$ cat src/hw/rtl/assert_macros.svh
// Assertion helpers for the graph bridge counter RTL.
// Checks are compiled out when SYNTHESIS is defined.
`ifndef ASSERT_MACROS_SVH
`define ASSERT_MACROS_SVH
`ifndef SYNTHESIS
`define GBC_ASSERT(lbl, prop, msg) \
    lbl: assert property (@(posedge i_clk) disable iff (!i_rst_n) prop) else $error(msg);
`define GBC_NEVER(lbl, expr, msg) \
    lbl: assert property (@(posedge i_clk) disable iff (!i_rst_n) !(expr)) else $error(msg);
`else
`define GBC_ASSERT(lbl, prop, msg)
`define GBC_NEVER(lbl, expr, msg)
`endif
`endif

$ cat src/hw/rtl/gbc_pkg.sv
// ----------------------------------------------------------------------------
// gbc_pkg
// Shared sizes and state encoding for the graph bridge counter.
// ----------------------------------------------------------------------------
package gbc_pkg;

    localparam int MAX_VERTICES = 64;
    localparam int MAX_EDGES    = 128;

    // Fixed field width of vertex numbers and the vertex count register.
    localparam int VTX_W   = 7;
    // Index of a vertex inside the walk (0-based).
    localparam int VIDX_W  = $clog2(MAX_VERTICES);
    // Counts that can reach MAX_VERTICES (stack pointer, components).
    localparam int VCNT_W  = $clog2(MAX_VERTICES + 1);
    // Edge store address and edge count.
    localparam int EADDR_W = $clog2(MAX_EDGES);
    localparam int ECNT_W  = $clog2(MAX_EDGES + 1);
    // One stored edge holds both endpoints.
    localparam int EDGE_W  = 2 * VTX_W;
    localparam int BRIDGE_W = 8;

    typedef enum logic [6:0] {
        ST_IDLE = 7'b0000001,
        ST_INIT = 7'b0000010,
        ST_ROOT = 7'b0000100,
        ST_POP  = 7'b0001000,
        ST_POPW = 7'b0010000,
        ST_SCAN = 7'b0100000,
        ST_PASS = 7'b1000000
    } t_state;

endpackage

$ cat src/hw/rtl/gbc_ram.sv
// ----------------------------------------------------------------------------
// gbc_ram
// Simple dual-port RAM: one write port and one read port, registered read.
// ----------------------------------------------------------------------------
module gbc_ram #(
    parameter int DEPTH = 64,
    parameter int WIDTH = 8
) (
    input  logic                     i_clk,
    input  logic                     i_we,
    input  logic [$clog2(DEPTH)-1:0] i_waddr,
    input  logic [WIDTH-1:0]         i_wdata,
    input  logic [$clog2(DEPTH)-1:0] i_raddr,
    output logic [WIDTH-1:0]         o_rdata
);

    logic [WIDTH-1:0] r_mem [DEPTH];
    logic [WIDTH-1:0] r_rdata;

    // Write port.
    always_ff @(posedge i_clk) begin
        if (i_we) begin
            r_mem[i_waddr] <= i_wdata;
        end
    end

    // Read port, registered.
    always_ff @(posedge i_clk) begin
        r_rdata <= r_mem[i_raddr];
    end

    assign o_rdata = r_rdata;

endmodule

$ cat src/hw/rtl/graph_bridge_counter.sv
// Edge transactions are taken only while loading. A last transaction starts E+1
// component passes over E stored edges; each pass goes through the single read port
// of the edge store, which is scanned once per popped vertex. The result then waits
// for a free output register.
// Throughput: one edge per cycle while loading, input stalled during passes.
// Reset: synchronous active low; clears control and edge count, vertex count=1.
// ----------------------------------------------------------------------------
// graph_bridge_counter
// Loads a multigraph edge by edge and counts its bridges by removing each
// edge in turn and recounting connected components with a stack-based walk.
// ----------------------------------------------------------------------------
`include "assert_macros.svh"

module graph_bridge_counter
    import gbc_pkg::*;
(
    input  logic                i_clk,
    input  logic                i_rst_n,
    input  logic                i_cfg_we,
    input  logic [VTX_W-1:0]    i_cfg_wdata,
    input  logic                i_in_valid,
    output logic                o_in_stall,
    input  logic [VTX_W-1:0]    i_end_a,
    input  logic [VTX_W-1:0]    i_end_b,
    input  logic                i_edge_valid,
    input  logic                i_last_edge,
    output logic                o_out_valid,
    input  logic                i_out_stall,
    output logic [BRIDGE_W-1:0] o_bridge_count,
    output logic                o_overflow
);

    t_state r_state, n_state;

    logic [VTX_W-1:0]        r_vcount;
    logic [ECNT_W-1:0]       r_edge_total, n_edge_total;
    logic                    r_ovf, n_ovf;
    logic [MAX_VERTICES-1:0] r_visited, n_visited;
    logic [VCNT_W-1:0]       r_sp, n_sp;
    logic [VCNT_W-1:0]       r_root, n_root;
    logic [VCNT_W-1:0]       r_comps, n_comps;
    logic [VCNT_W-1:0]       r_base, n_base;
    logic [ECNT_W-1:0]       r_pass, n_pass;
    logic [EADDR_W-1:0]      r_ep, n_ep;
    logic [VIDX_W-1:0]       r_u, n_u;
    logic [BRIDGE_W-1:0]     r_bridges, n_bridges;
    logic                    r_out_valid, n_out_valid;
    logic [BRIDGE_W-1:0]     r_out_count, n_out_count;
    logic                    r_out_ovf, n_out_ovf;

    logic                    in_acc;
    logic                    e_we;
    logic [EADDR_W-1:0]      e_raddr;
    logic [EDGE_W-1:0]       e_rdata;
    logic                    s_we;
    logic [VIDX_W-1:0]       s_waddr;
    logic [VIDX_W-1:0]       s_wdata;
    logic [VIDX_W-1:0]       s_raddr;
    logic [VIDX_W-1:0]       s_rdata;

    logic [VCNT_W-1:0]       nv;
    logic [VTX_W-1:0]        ea, eb;
    logic                    e_inrange, e_skip, e_hit;
    logic [VIDX_W-1:0]       ea_i, eb_i, other;
    logic [ECNT_W-1:0]       ep_ext;

    // Input side takes transactions only while loading.
    assign o_in_stall = (r_state != ST_IDLE);
    assign in_acc     = i_in_valid && !o_in_stall;
    assign e_we       = in_acc && i_edge_valid && (r_edge_total < ECNT_W'(MAX_EDGES));

    // Effective vertex count, clamped to the walk capacity.
    assign nv = (r_vcount > VTX_W'(MAX_VERTICES)) ? VCNT_W'(MAX_VERTICES)
                                                   : VCNT_W'(r_vcount);

    gbc_ram #(.DEPTH(MAX_EDGES), .WIDTH(EDGE_W)) u_edge_ram (
        .i_clk   (i_clk),
        .i_we    (e_we),
        .i_waddr (r_edge_total[EADDR_W-1:0]),
        .i_wdata ({i_end_a, i_end_b}),
        .i_raddr (e_raddr),
        .o_rdata (e_rdata)
    );

    gbc_ram #(.DEPTH(MAX_VERTICES), .WIDTH(VIDX_W)) u_stack_ram (
        .i_clk   (i_clk),
        .i_we    (s_we),
        .i_waddr (s_waddr),
        .i_wdata (s_wdata),
        .i_raddr (s_raddr),
        .o_rdata (s_rdata)
    );

    // Decode of the edge currently on the store's read port.
    assign ea        = e_rdata[EDGE_W-1:VTX_W];
    assign eb        = e_rdata[VTX_W-1:0];
    assign ea_i      = VIDX_W'(ea - VTX_W'(1));
    assign eb_i      = VIDX_W'(eb - VTX_W'(1));
    assign ep_ext    = ECNT_W'(r_ep);
    assign e_skip    = (r_pass != '0) && (ep_ext == r_pass - ECNT_W'(1));
    assign e_inrange = (ea != '0) && (eb != '0) &&
                       (VCNT_W'(ea) <= nv) && (VCNT_W'(eb) <= nv);
    assign e_hit     = !e_skip && e_inrange && ((ea_i == r_u) || (eb_i == r_u));
    assign other     = (ea_i == r_u) ? eb_i : ea_i;

    // Sequencer: loading, then one component walk per pass.
    always_comb begin
        n_state      = r_state;
        n_edge_total = r_edge_total;
        n_ovf        = r_ovf;
        n_visited    = r_visited;
        n_sp         = r_sp;
        n_root       = r_root;
        n_comps      = r_comps;
        n_base       = r_base;
        n_pass       = r_pass;
        n_ep         = r_ep;
        n_u          = r_u;
        n_bridges    = r_bridges;
        n_out_valid  = r_out_valid && i_out_stall;
        n_out_count  = r_out_count;
        n_out_ovf    = r_out_ovf;
        e_raddr      = r_ep + EADDR_W'(1);
        s_we         = 1'b0;
        s_waddr      = r_sp[VIDX_W-1:0];
        s_wdata      = '0;
        s_raddr      = VIDX_W'(r_sp - VCNT_W'(1));

        unique case (r_state)
            ST_IDLE: begin
                if (in_acc) begin
                    if (e_we) begin
                        n_edge_total = r_edge_total + ECNT_W'(1);
                    end else if (i_edge_valid) begin
                        n_ovf = 1'b1;
                    end
                    if (i_last_edge) begin
                        n_pass    = '0;
                        n_bridges = '0;
                        n_state   = ST_INIT;
                    end
                end
            end
            ST_INIT: begin
                n_visited = '0;
                n_comps   = '0;
                n_root    = '0;
                n_sp      = '0;
                n_state   = ST_ROOT;
            end
            ST_ROOT: begin
                if (r_root >= nv) begin
                    n_state = ST_PASS;
                end else if (r_visited[r_root[VIDX_W-1:0]]) begin
                    n_root = r_root + VCNT_W'(1);
                end else begin
                    // New component: mark the root and push it.
                    n_comps = r_comps + VCNT_W'(1);
                    n_visited[r_root[VIDX_W-1:0]] = 1'b1;
                    s_we    = 1'b1;
                    s_waddr = '0;
                    s_wdata = r_root[VIDX_W-1:0];
                    n_sp    = VCNT_W'(1);
                    n_state = ST_POP;
                end
            end
            ST_POP: begin
                if (r_sp == '0) begin
                    n_root  = r_root + VCNT_W'(1);
                    n_state = ST_ROOT;
                end else begin
                    n_sp    = r_sp - VCNT_W'(1);
                    n_state = ST_POPW;
                end
            end
            ST_POPW: begin
                // Popped vertex is ready; start reading edges from entry zero.
                n_u     = s_rdata;
                e_raddr = '0;
                n_ep    = '0;
                n_state = (r_edge_total == '0) ? ST_POP : ST_SCAN;
            end
            ST_SCAN: begin
                if (e_hit && !r_visited[other] && (r_sp < VCNT_W'(MAX_VERTICES))) begin
                    n_visited[other] = 1'b1;
                    s_we    = 1'b1;
                    s_wdata = other;
                    n_sp    = r_sp + VCNT_W'(1);
                end
                if (ep_ext + ECNT_W'(1) < r_edge_total) begin
                    n_ep = r_ep + EADDR_W'(1);
                end else begin
                    n_state = ST_POP;
                end
            end
            ST_PASS: begin
                if (r_pass == '0) begin
                    n_base = r_comps;
                end else if ((r_comps > r_base) && (r_bridges != '1)) begin
                    n_bridges = r_bridges + BRIDGE_W'(1);
                end
                if (r_pass == r_edge_total) begin
                    if (!r_out_valid || !i_out_stall) begin
                        // Present the result once the output register is free.
                        n_out_valid  = 1'b1;
                        n_out_count  = n_bridges;
                        n_out_ovf    = r_ovf;
                        n_edge_total = '0;
                        n_ovf        = 1'b0;
                        n_state      = ST_IDLE;
                    end else begin
                        // Output register still full: wait here without counting again.
                        n_bridges = r_bridges;
                    end
                end else begin
                    n_pass  = r_pass + ECNT_W'(1);
                    n_state = ST_INIT;
                end
            end
            default: begin
                n_state = ST_IDLE;
            end
        endcase
    end

    // Control registers.
    always_ff @(posedge i_clk) begin
        if (!i_rst_n) begin
            r_state      <= ST_IDLE;
            r_vcount     <= VTX_W'(1);
            r_edge_total <= '0;
            r_ovf        <= 1'b0;
            r_out_valid  <= 1'b0;
            r_visited    <= '0;
            r_sp         <= '0;
            r_comps      <= '0;
            r_base       <= '0;
            r_bridges    <= '0;
        end else begin
            r_state      <= n_state;
            r_edge_total <= n_edge_total;
            r_ovf        <= n_ovf;
            r_out_valid  <= n_out_valid;
            r_visited    <= n_visited;
            r_sp         <= n_sp;
            r_comps      <= n_comps;
            r_base       <= n_base;
            r_bridges    <= n_bridges;
            if (i_cfg_we) begin
                r_vcount <= i_cfg_wdata;
            end
        end
    end

    // Walk and result payload registers.
    always_ff @(posedge i_clk) begin
        r_root      <= n_root;
        r_pass      <= n_pass;
        r_ep        <= n_ep;
        r_u         <= n_u;
        r_out_count <= n_out_count;
        r_out_ovf   <= n_out_ovf;
    end

    assign o_out_valid    = r_out_valid;
    assign o_bridge_count = r_out_count;
    assign o_overflow     = r_out_ovf;

    // Design checks.
    `GBC_NEVER(a_sp_range, r_sp > VCNT_W'(MAX_VERTICES), "walk stack pointer past capacity")
    `GBC_NEVER(a_total_range, r_edge_total > ECNT_W'(MAX_EDGES), "edge count past store size")
    `GBC_ASSERT(a_scan_bound, (r_state == ST_SCAN) |-> (ep_ext < r_edge_total), "scan past stored edges")
    `GBC_ASSERT(a_done_out, (r_state == ST_PASS && n_state == ST_IDLE) |=> o_out_valid, "result not presented")

endmodule

$ cat config.mk
export PLATFORM = sky130hd
export DESIGN_NAME = graph_bridge_counter
export DESIGN_NICKNAME = d
export VERILOG_FILES = /design/src/hw/rtl/gbc_pkg.sv /design/src/hw/rtl/gbc_ram.sv /design/src/hw/rtl/graph_bridge_counter.sv
export VERILOG_INCLUDE_DIRS = /design/src /design/src/hw/rtl
export SDC_FILE = /design/constraint.sdc
export NUM_CORES = 2
export LEC_CHECK = 0
export BUFFER_PORTS_ARGS = -buffer_cell sky130_fd_sc_hd__buf_2
export CORE_ASPECT_RATIO = 0.6
export CORE_MARGIN = 4
export CORE_UTILIZATION = 42
export CTS_CLUSTER_DIAMETER = 100
export CTS_CLUSTER_SIZE = 12
export DETAILED_ROUTE_END_ITERATION = 12
export GPL_TIMING_DRIVEN = 1
export HOLD_SLACK_MARGIN = 0.1
export PLACE_DENSITY = 0.59
export SETUP_SLACK_MARGIN = 0.02
export SLEW_MARGIN = 20
export SYNTH_ARGS = -nofsm -noshare
export SYNTH_HDL_FRONTEND = slang
export SYNTH_HIERARCHICAL = 1
export SYNTH_SLANG_ARGS = --single-unit
$ cat constraint.sdc
create_clock -name i_clk -period 8.68 [get_ports i_clk]
set_input_delay 1.302 -clock i_clk [delete_from_list [all_inputs] [get_ports i_clk]]
set_output_delay 1.302 -clock i_clk [all_outputs]
set_load 0.1 [all_outputs]
Word level (Yosys, flattened, before mapping):

Memory sizes are Yosys's and may differ from the RTL's. A register that Yosys moved wholly into a read port is not among the register bits.
Index checks and enable logic that the tools add are counted.

* bits in registers: 154
* word-level logic and storage cells: 198
* memories: 2
* RAM bits: 2176

* add/sub/neg operators: 12
* muxes and demuxes: 77
* reductions and logical operators: 46
* magnitude comparators: 12
* bitwise logic cells: 2
* eq/ne operators: 31

Memory list
* u_edge_ram.r_mem: depth 128, width 14, rd ports 1, clocked after Yosys merged registers in 1, write ports 1, line gbc_ram.sv:17 `logic [WIDTH-1:0] r_mem [DEPTH];`
* u_stack_ram.r_mem: depth 64, width 6, rd ports 1, clocked after Yosys merged registers in 1, write ports 1, line gbc_ram.sv:17

Operator list (count)
* two-way mux 64 bit: 3
* one-hot mux 64 bit (3 select lines): 1
* two-way mux 7 bit: 19
* OR 64 bit: 2
* two-way mux 8 bit: 11
* one-hot mux 7 bit (7 select lines): 1
* two-way mux 6 bit: 8
* one-hot mux 8 bit (2 select lines): 3
* != test 2 bit, second input constant: 16
* adder 7 x 1 -> 7 bit, second input constant: 4
* one-hot mux 7 bit (2 select lines): 2
* one-hot mux 7 bit (4 select lines): 1
* adder 8 x 1 -> 8 bit, second input constant: 3
* one-hot mux 7 bit (3 select lines): 1
* two-way mux 1 bit: 19
* zero test 8 bit: 2
* AND reduction 4 bit: 4
* logical AND 1 bit: 15
* AND reduction 5 bit: 3
* <= comparator 7 bit: 2
* < comparator 6 x 7 -> 1 bit, second input constant: 2
* nonzero test 7 bit: 2
* binary-select mux 1 bit (select 6 bit): 2
* demux 1 bit (select 6 bit): 2
* 37 further kinds: 52

Logic depth before layout (Yosys ltp):

* word-level depth: 13
* mapped depth: 21
* depth with buffers taken out: 16

By module:

The synthesis kept the hierarchy.

By module, submodules not included
* gbc_ram at u_edge_ram: cells each 2723, area each 68848.5 um^2, times used 1, seq. area each 54091.9 um^2
* gbc_ram at u_stack_ram: cells each 720, area each 15225.9 um^2, times used 1, seq. area each 11651.2 um^2
* graph_bridge_counter: cells each 1330, area each 10756.6 um^2, times used 1, seq. area each 3453.3 um^2

Least setup slack after synthesis:

OpenSTA, ideal clock, no wires.

* path type: register to register
* from: register u_edge_ram.r_rdata[7] (netlist: u_edge_ram/o_rdata[7]) (read register of u_edge_ram.r_mem)
* to: memory u_stack_ram/r_mem[0][3] (netlist bit), data pin
* library setup time: 702 ps
* buffers on the path: 6
* arrival: 6480 ps
* stages on the path, launching flop included: 18
* clock period less this slack: 7182 ps
* required time: 7978 ps
* setup slack: 1498 ps
* cells stage by stage: dfxtp_1 > buf_4 > inv_1 > clkbuf_1 > ha_1 > nor3b_2 > xnor3_1 > and3_1 > buf_2 > nand2_1 > buf_2 > buf_2 > o21ai_1 > a41o_1 > a221o_1 > or4_1 > clkbuf_1 > o21ai_0

* longest elaborated chain between the ends: 10
* elaborated cells on any way between the ends: 18

Ends and longest elaborated chain
* from (decl): line gbc_ram.sv:18 `logic [WIDTH-1:0] r_rdata;`
* subtractor 6 x 1 -> 6 bit / nonzero test 7 bit (equally long branches): line graph_bridge_counter.sv:97, graph_bridge_counter.sv:101
* == test 6 bit / logical AND 1 bit (equally long branches): line graph_bridge_counter.sv:103, graph_bridge_counter.sv:104, graph_bridge_counter.sv:101
* two-way mux 6 bit / logical AND 1 bit (equally long branches): line graph_bridge_counter.sv:104, graph_bridge_counter.sv:101
* binary-select mux 1 bit (select 6 bit) / logical AND 1 bit (equally long branches): line graph_bridge_counter.sv:184, graph_bridge_counter.sv:102
* two-way mux 1 bit (not written as such) / logical AND 1 bit (equally long branches): line graph_bridge_counter.sv:184, graph_bridge_counter.sv:103
* zero test 1 bit / logical AND 1 bit (equally long branches): line graph_bridge_counter.sv:184, graph_bridge_counter.sv:103
* logical AND 1 bit (2 in a row): line graph_bridge_counter.sv:184 `if (e_hit && !r_visited[other] && (r_sp < VCNT_W'(MAX_VERTICES))) begin`
* two-way mux 6 bit (*): line graph_bridge_counter.sv:184
* one-hot mux 6 bit (2 select lines) (*): line graph_bridge_counter.sv:129 `unique case (r_state)`
* net s_wdata[3]: line graph_bridge_counter.sv:57 `logic [VIDX_W-1:0] s_wdata;`
* to (decl): line gbc_ram.sv:17

Mark *: on every way through the listed nets, which the timed path passes. The rest lies on a longest branch. The select of a mux whose other input is x is not followed.

Final worst setup path:

* from: register u_edge_ram.r_rdata[7] (netlist: u_edge_ram/o_rdata[7]) (read register of u_edge_ram.r_mem)
* to: memory u_stack_ram/r_mem[38][5] (netlist bit), enable pin

* longest elaborated chain between the ends: 12
* elaborated cells on any way between the ends: 20

Ends and longest elaborated chain
* subtractor 6 x 1 -> 6 bit / nonzero test 7 bit (equally long branches): line graph_bridge_counter.sv:97, graph_bridge_counter.sv:101
* == test 6 bit / logical AND 1 bit (equally long branches): line graph_bridge_counter.sv:103, graph_bridge_counter.sv:104, graph_bridge_counter.sv:101
* two-way mux 6 bit / logical AND 1 bit (equally long branches): line graph_bridge_counter.sv:104, graph_bridge_counter.sv:101
* binary-select mux 1 bit (select 6 bit) / logical AND 1 bit (equally long branches): line graph_bridge_counter.sv:184, graph_bridge_counter.sv:102
* two-way mux 1 bit (not written as such) / logical AND 1 bit (equally long branches): line graph_bridge_counter.sv:184, graph_bridge_counter.sv:103
* zero test 1 bit / logical AND 1 bit (equally long branches): line graph_bridge_counter.sv:184, graph_bridge_counter.sv:103
* logical AND 1 bit (*) (2 in a row): line graph_bridge_counter.sv:184
* two-way mux 1 bit (*): line graph_bridge_counter.sv:184
* one-hot mux 1 bit (2 select lines) (*): line graph_bridge_counter.sv:129
* net s_we: line graph_bridge_counter.sv:55 `logic s_we;`
* two-way mux 1 bit (*): line gbc_ram.sv:22 `if (i_we) begin`
* two-way mux 1 bit (not written as such) (*): line gbc_ram.sv:23 `r_mem[i_waddr] <= i_wdata;`

Marked as above.

==> metrics.md <==
| Metric | Value |
|---|---|
| Status | `complete, no violations` |
| Yosys top cell area share | `70.1%` |
| Slew Limit Fails | `0` |
| Final Hold Fails | `0` |
| Setup Skew | `0.0559 ns` |
| Max_slew headroom | `20.2%` |
| Comb power frac | `6.0%` |
| Sw Pwr | `5.07 mW` |
| Num CTS Buffers | `221` |
| Resize count post-CTS | `0` |
| Clock group share of total power | `38.3%` |
| Initial DRC count | `7173` |
| Top_reg_cell synth | `edfxtp_1` |
| Hold Crit Class | `reg2reg` |
| Layout cell share with drive strength beyond 1 | `24.8%` |
| First-pass GRT wire length | `363 mm` |
| Post-CTS Setup Bufs | `0` |
| Top post-synthesis cells by area | `edfxtp_1 70%, mux4_2 16%, dfxtp_1 2.9%` |
| Final setup fails | `0` |
| Number of synthesized flops with an enable pin | `2213` |
| Pwr Total | `22.5 mW` |
| Post-route ant nets | `0` |
| Non-Filler Instances | `8048` |
| Detailed Routing Iterations Pass 1 | `6` |
| Via count | `49261` |
| Register area share after synthesis | `73.0%` |
| Post-Synthesis Net Count | `4848` |
| Distinct cell type count after synthesis | `88` |
| Clock sink total | `2350` |
| Area grow syn2layout | `11.2%` |
| P_leak | `32.3 nW` |
| CTS tree | `built` |
| DRC | `0` |
| Rows | `134` |
| Startpoint types | `flop` |
| Clock Tree Buf Depth | `4` |
| Clock Root Buffer | `clkbuf_16` |
| I/O Buffers | `38` |
| Flops & latches, synth | `2350` |
| Reg power frac | `55.7%` |
| H-tree depth | `4` |
| Yosys warning total | `6` |
| GRT Overall Usage | `21.5%` |
| Synth area leader | `edfxtp_1` |
| Critical path arrival | `8.06 ns` |
| Die Wd | `621 um` |
| Fin nets | `5056` |
| Core ar. | `223000 um^2` |
| Cells after DPL | `7750` |
| Routed wire length | `255 mm` |
| Least-Margin Pin Slew | `1.20 ns` |
| Later-pin clock latency in the skew report | `0.88 ns` |
| Synth Instances | `4773` |
| Die H | `376 um` |
| Worst setup path class | `reg2reg` |
| RSZ-0062 raised after global routing | `no` |
| Net Sw Frac | `22.5%` |
| Crit path max fanout | `31` |
| CP Capture Type | `flop` |
| Final min period | `7.57 ns` |
| FF-to-FF setup slack | `1.11 ns` |
| I/O Pins | `39` |
| Mapped Area | `94800 um^2` |
| Initial core utilization | `42.4%` |
| Final Wtd Congestion | `0.903` |
| Top-count cell post-synth | `edfxtp_1` |
| Vias in the first global route | `47191` |
| Max_cap viols | `0` |
| Full die area | `234000 um^2` |
| Peak VDD IR | `173 uV` |
| Post-CTS Hold Buffers | `0` |
| Pin count of the biggest net entering global routing | `135` |
| P_int | `17.5 mW` |
| Max Fclk | `0.132 GHz` |
| Synth cell count leaders | `2213 x edfxtp_1, 681 x mux4_2, 315 x nor2_1` |
| Synth Area per Inst | `19.9 um^2` |
| Wire per inst | `31.7 um` |
| CTS clk-pin slew, worst paths | `0.07 ns` |
| Fin crit share | `87.2%` |
| Initial antenna violation count | `20` |
| Final TNS setup | `0 ns` |
| Overflow after GRT | `0` |
| Hpwl dp | `158 mm` |
| Via-to-Cell Ratio | `6.12` |
| CP required | `9.17 ns` |
| Async SR Flop Fraction | `0%` |
| Pwr Density | `214 nW/um^2` |
==> power groups by stage <==
stage / logic, mW / clock network [mW] / registers, mW
floorplan: 0.779 / 0 / 12.7
global route: 1.43 / 9.31 / 12.5
finish: 1.35 / 8.62 / 12.6
detailed placement: 1.31 / 0 / 12.8
global placement: 1.30 / 0 / 12.8
CTS: 1.31 / 8.83 / 12.5
==> area by class of cell <==
type                            instances  area (um^2)
Tap cell                             2992         3740
Sequential cell                      2350        69200
Clock inverter                          4         48.8
Fill cell                           18335       118000
Inverter                               47          183
Multi-Input combinational cell       2109        24500
Clock buffer                          292         5860
Timing Repair Buffer                  252         1910
Antenna cell                            2         5.00
==> worst paths after layout <==
path | from | endpoint | depth (start not counted)
worst max-delay path | u_edge_ram/o_rdata[7]$_DFF_P_ | u_stack_ram/r_mem[38][5]$_DFFE_PP_ | 18
worst min-delay path | u_stack_ram/o_rdata[5]$_DFF_P_ | r_u[5]$_DFFE_PP_ | 0
worst max register to register | u_edge_ram/o_rdata[7]$_DFF_P_ | u_stack_ram/r_mem[38][5]$_DFFE_PP_ | 18
worst min register to register | u_stack_ram/o_rdata[5]$_DFF_P_ | r_u[5]$_DFFE_PP_ | 0
==> critical path, cell delays in order (launching register included) <==
cell,delay [ns]
dfxtp_1,0.30
buf_4,0.22
inv_1,0.53
ha_1,0.37
nor3b_2,0.37
xnor3_1,0.22
and3_1,0.59
nand2_1,0.10
buf_4,0.27
o21ai_0,0.53
a21oi_1,0.24
buf_4,0.24
a221o_1,0.56
or4_1,0.62
buf_4,0.23
nand2b_1,0.20
nor2b_1,0.29
nand3_1,0.63
nor2_1,0.68
==> kinds of logic (layout without fill, tap and decap cells) <==
group	count (synthesis)	count (layout)	synth area share [%]
DFF	2350	2350	73.0
and+or+nand+nor	802	802	3.89
muxes	769	769	17.2
AOI/OAI and AO/OA	407	407	2.90
buffers and inverters	314	595	1.54
xor gates and xnor gates	84	84	0.837
adders and majority gates	47	47	0.620
other	0	2	0
==> registers in the layout (all words and copies together), names as in the netlist, 7 cells and up <==
name and count:
o_bridge_count 8, r_base 7, r_bridges 8, r_comps 7, r_edge_total 8, r_ep 7, r_pass 8, r_root 7
r_sp 7, r_state 7, r_vcount 7, r_visited 64, u_edge_ram/o_rdata 14, u_edge_ram/r_mem 1792, u_stack_ram/r_mem 384
==> routing by layer <==
metal	up-vias	routed length, um	global-route usage [%]
li1	20022	-	-
met1	26455	122000	36.3
met2	2476	99200	27.0
met3	306	30100	6.61
met4	2	3910	3.56
met5	-	18	0
==> cells in the final DEF, fill, tap and decap left out, drive strengths merged, types with 13 or more instances in the layout <==
cell    count
xnor2      52
a22oi      71
nor3       41
mux2       33
inv        48
edfxtp   2213
nand4      21
mux2i      49
o22ai      26
and3       14
nor2b      30
nor2      315
dfxtp     137
o21ai     105
ha         47
xor2       28
mux4      687
nand2     210
o21a       17
a211oi     13
a21oi      60
clkbuf    292
buf       252
nand3      80
nand2b     17
==> per-stage QoR <==
stage	cell area, um^2	setup WS, ns	util, %	hold WS (ns)
after floorplan	94800	1.50	-	0.386
after global placement	99500	1.43	44.5	0.447
after detailed placement	99500	1.36	44.5	0.446
after CTS	105000	1.32	47.2	0.459
after global routing	105000	0.821	47.2	0.475
final	105000	1.11	47.2	0.472
Note: power is estimated with default switching activity, not from simulation.
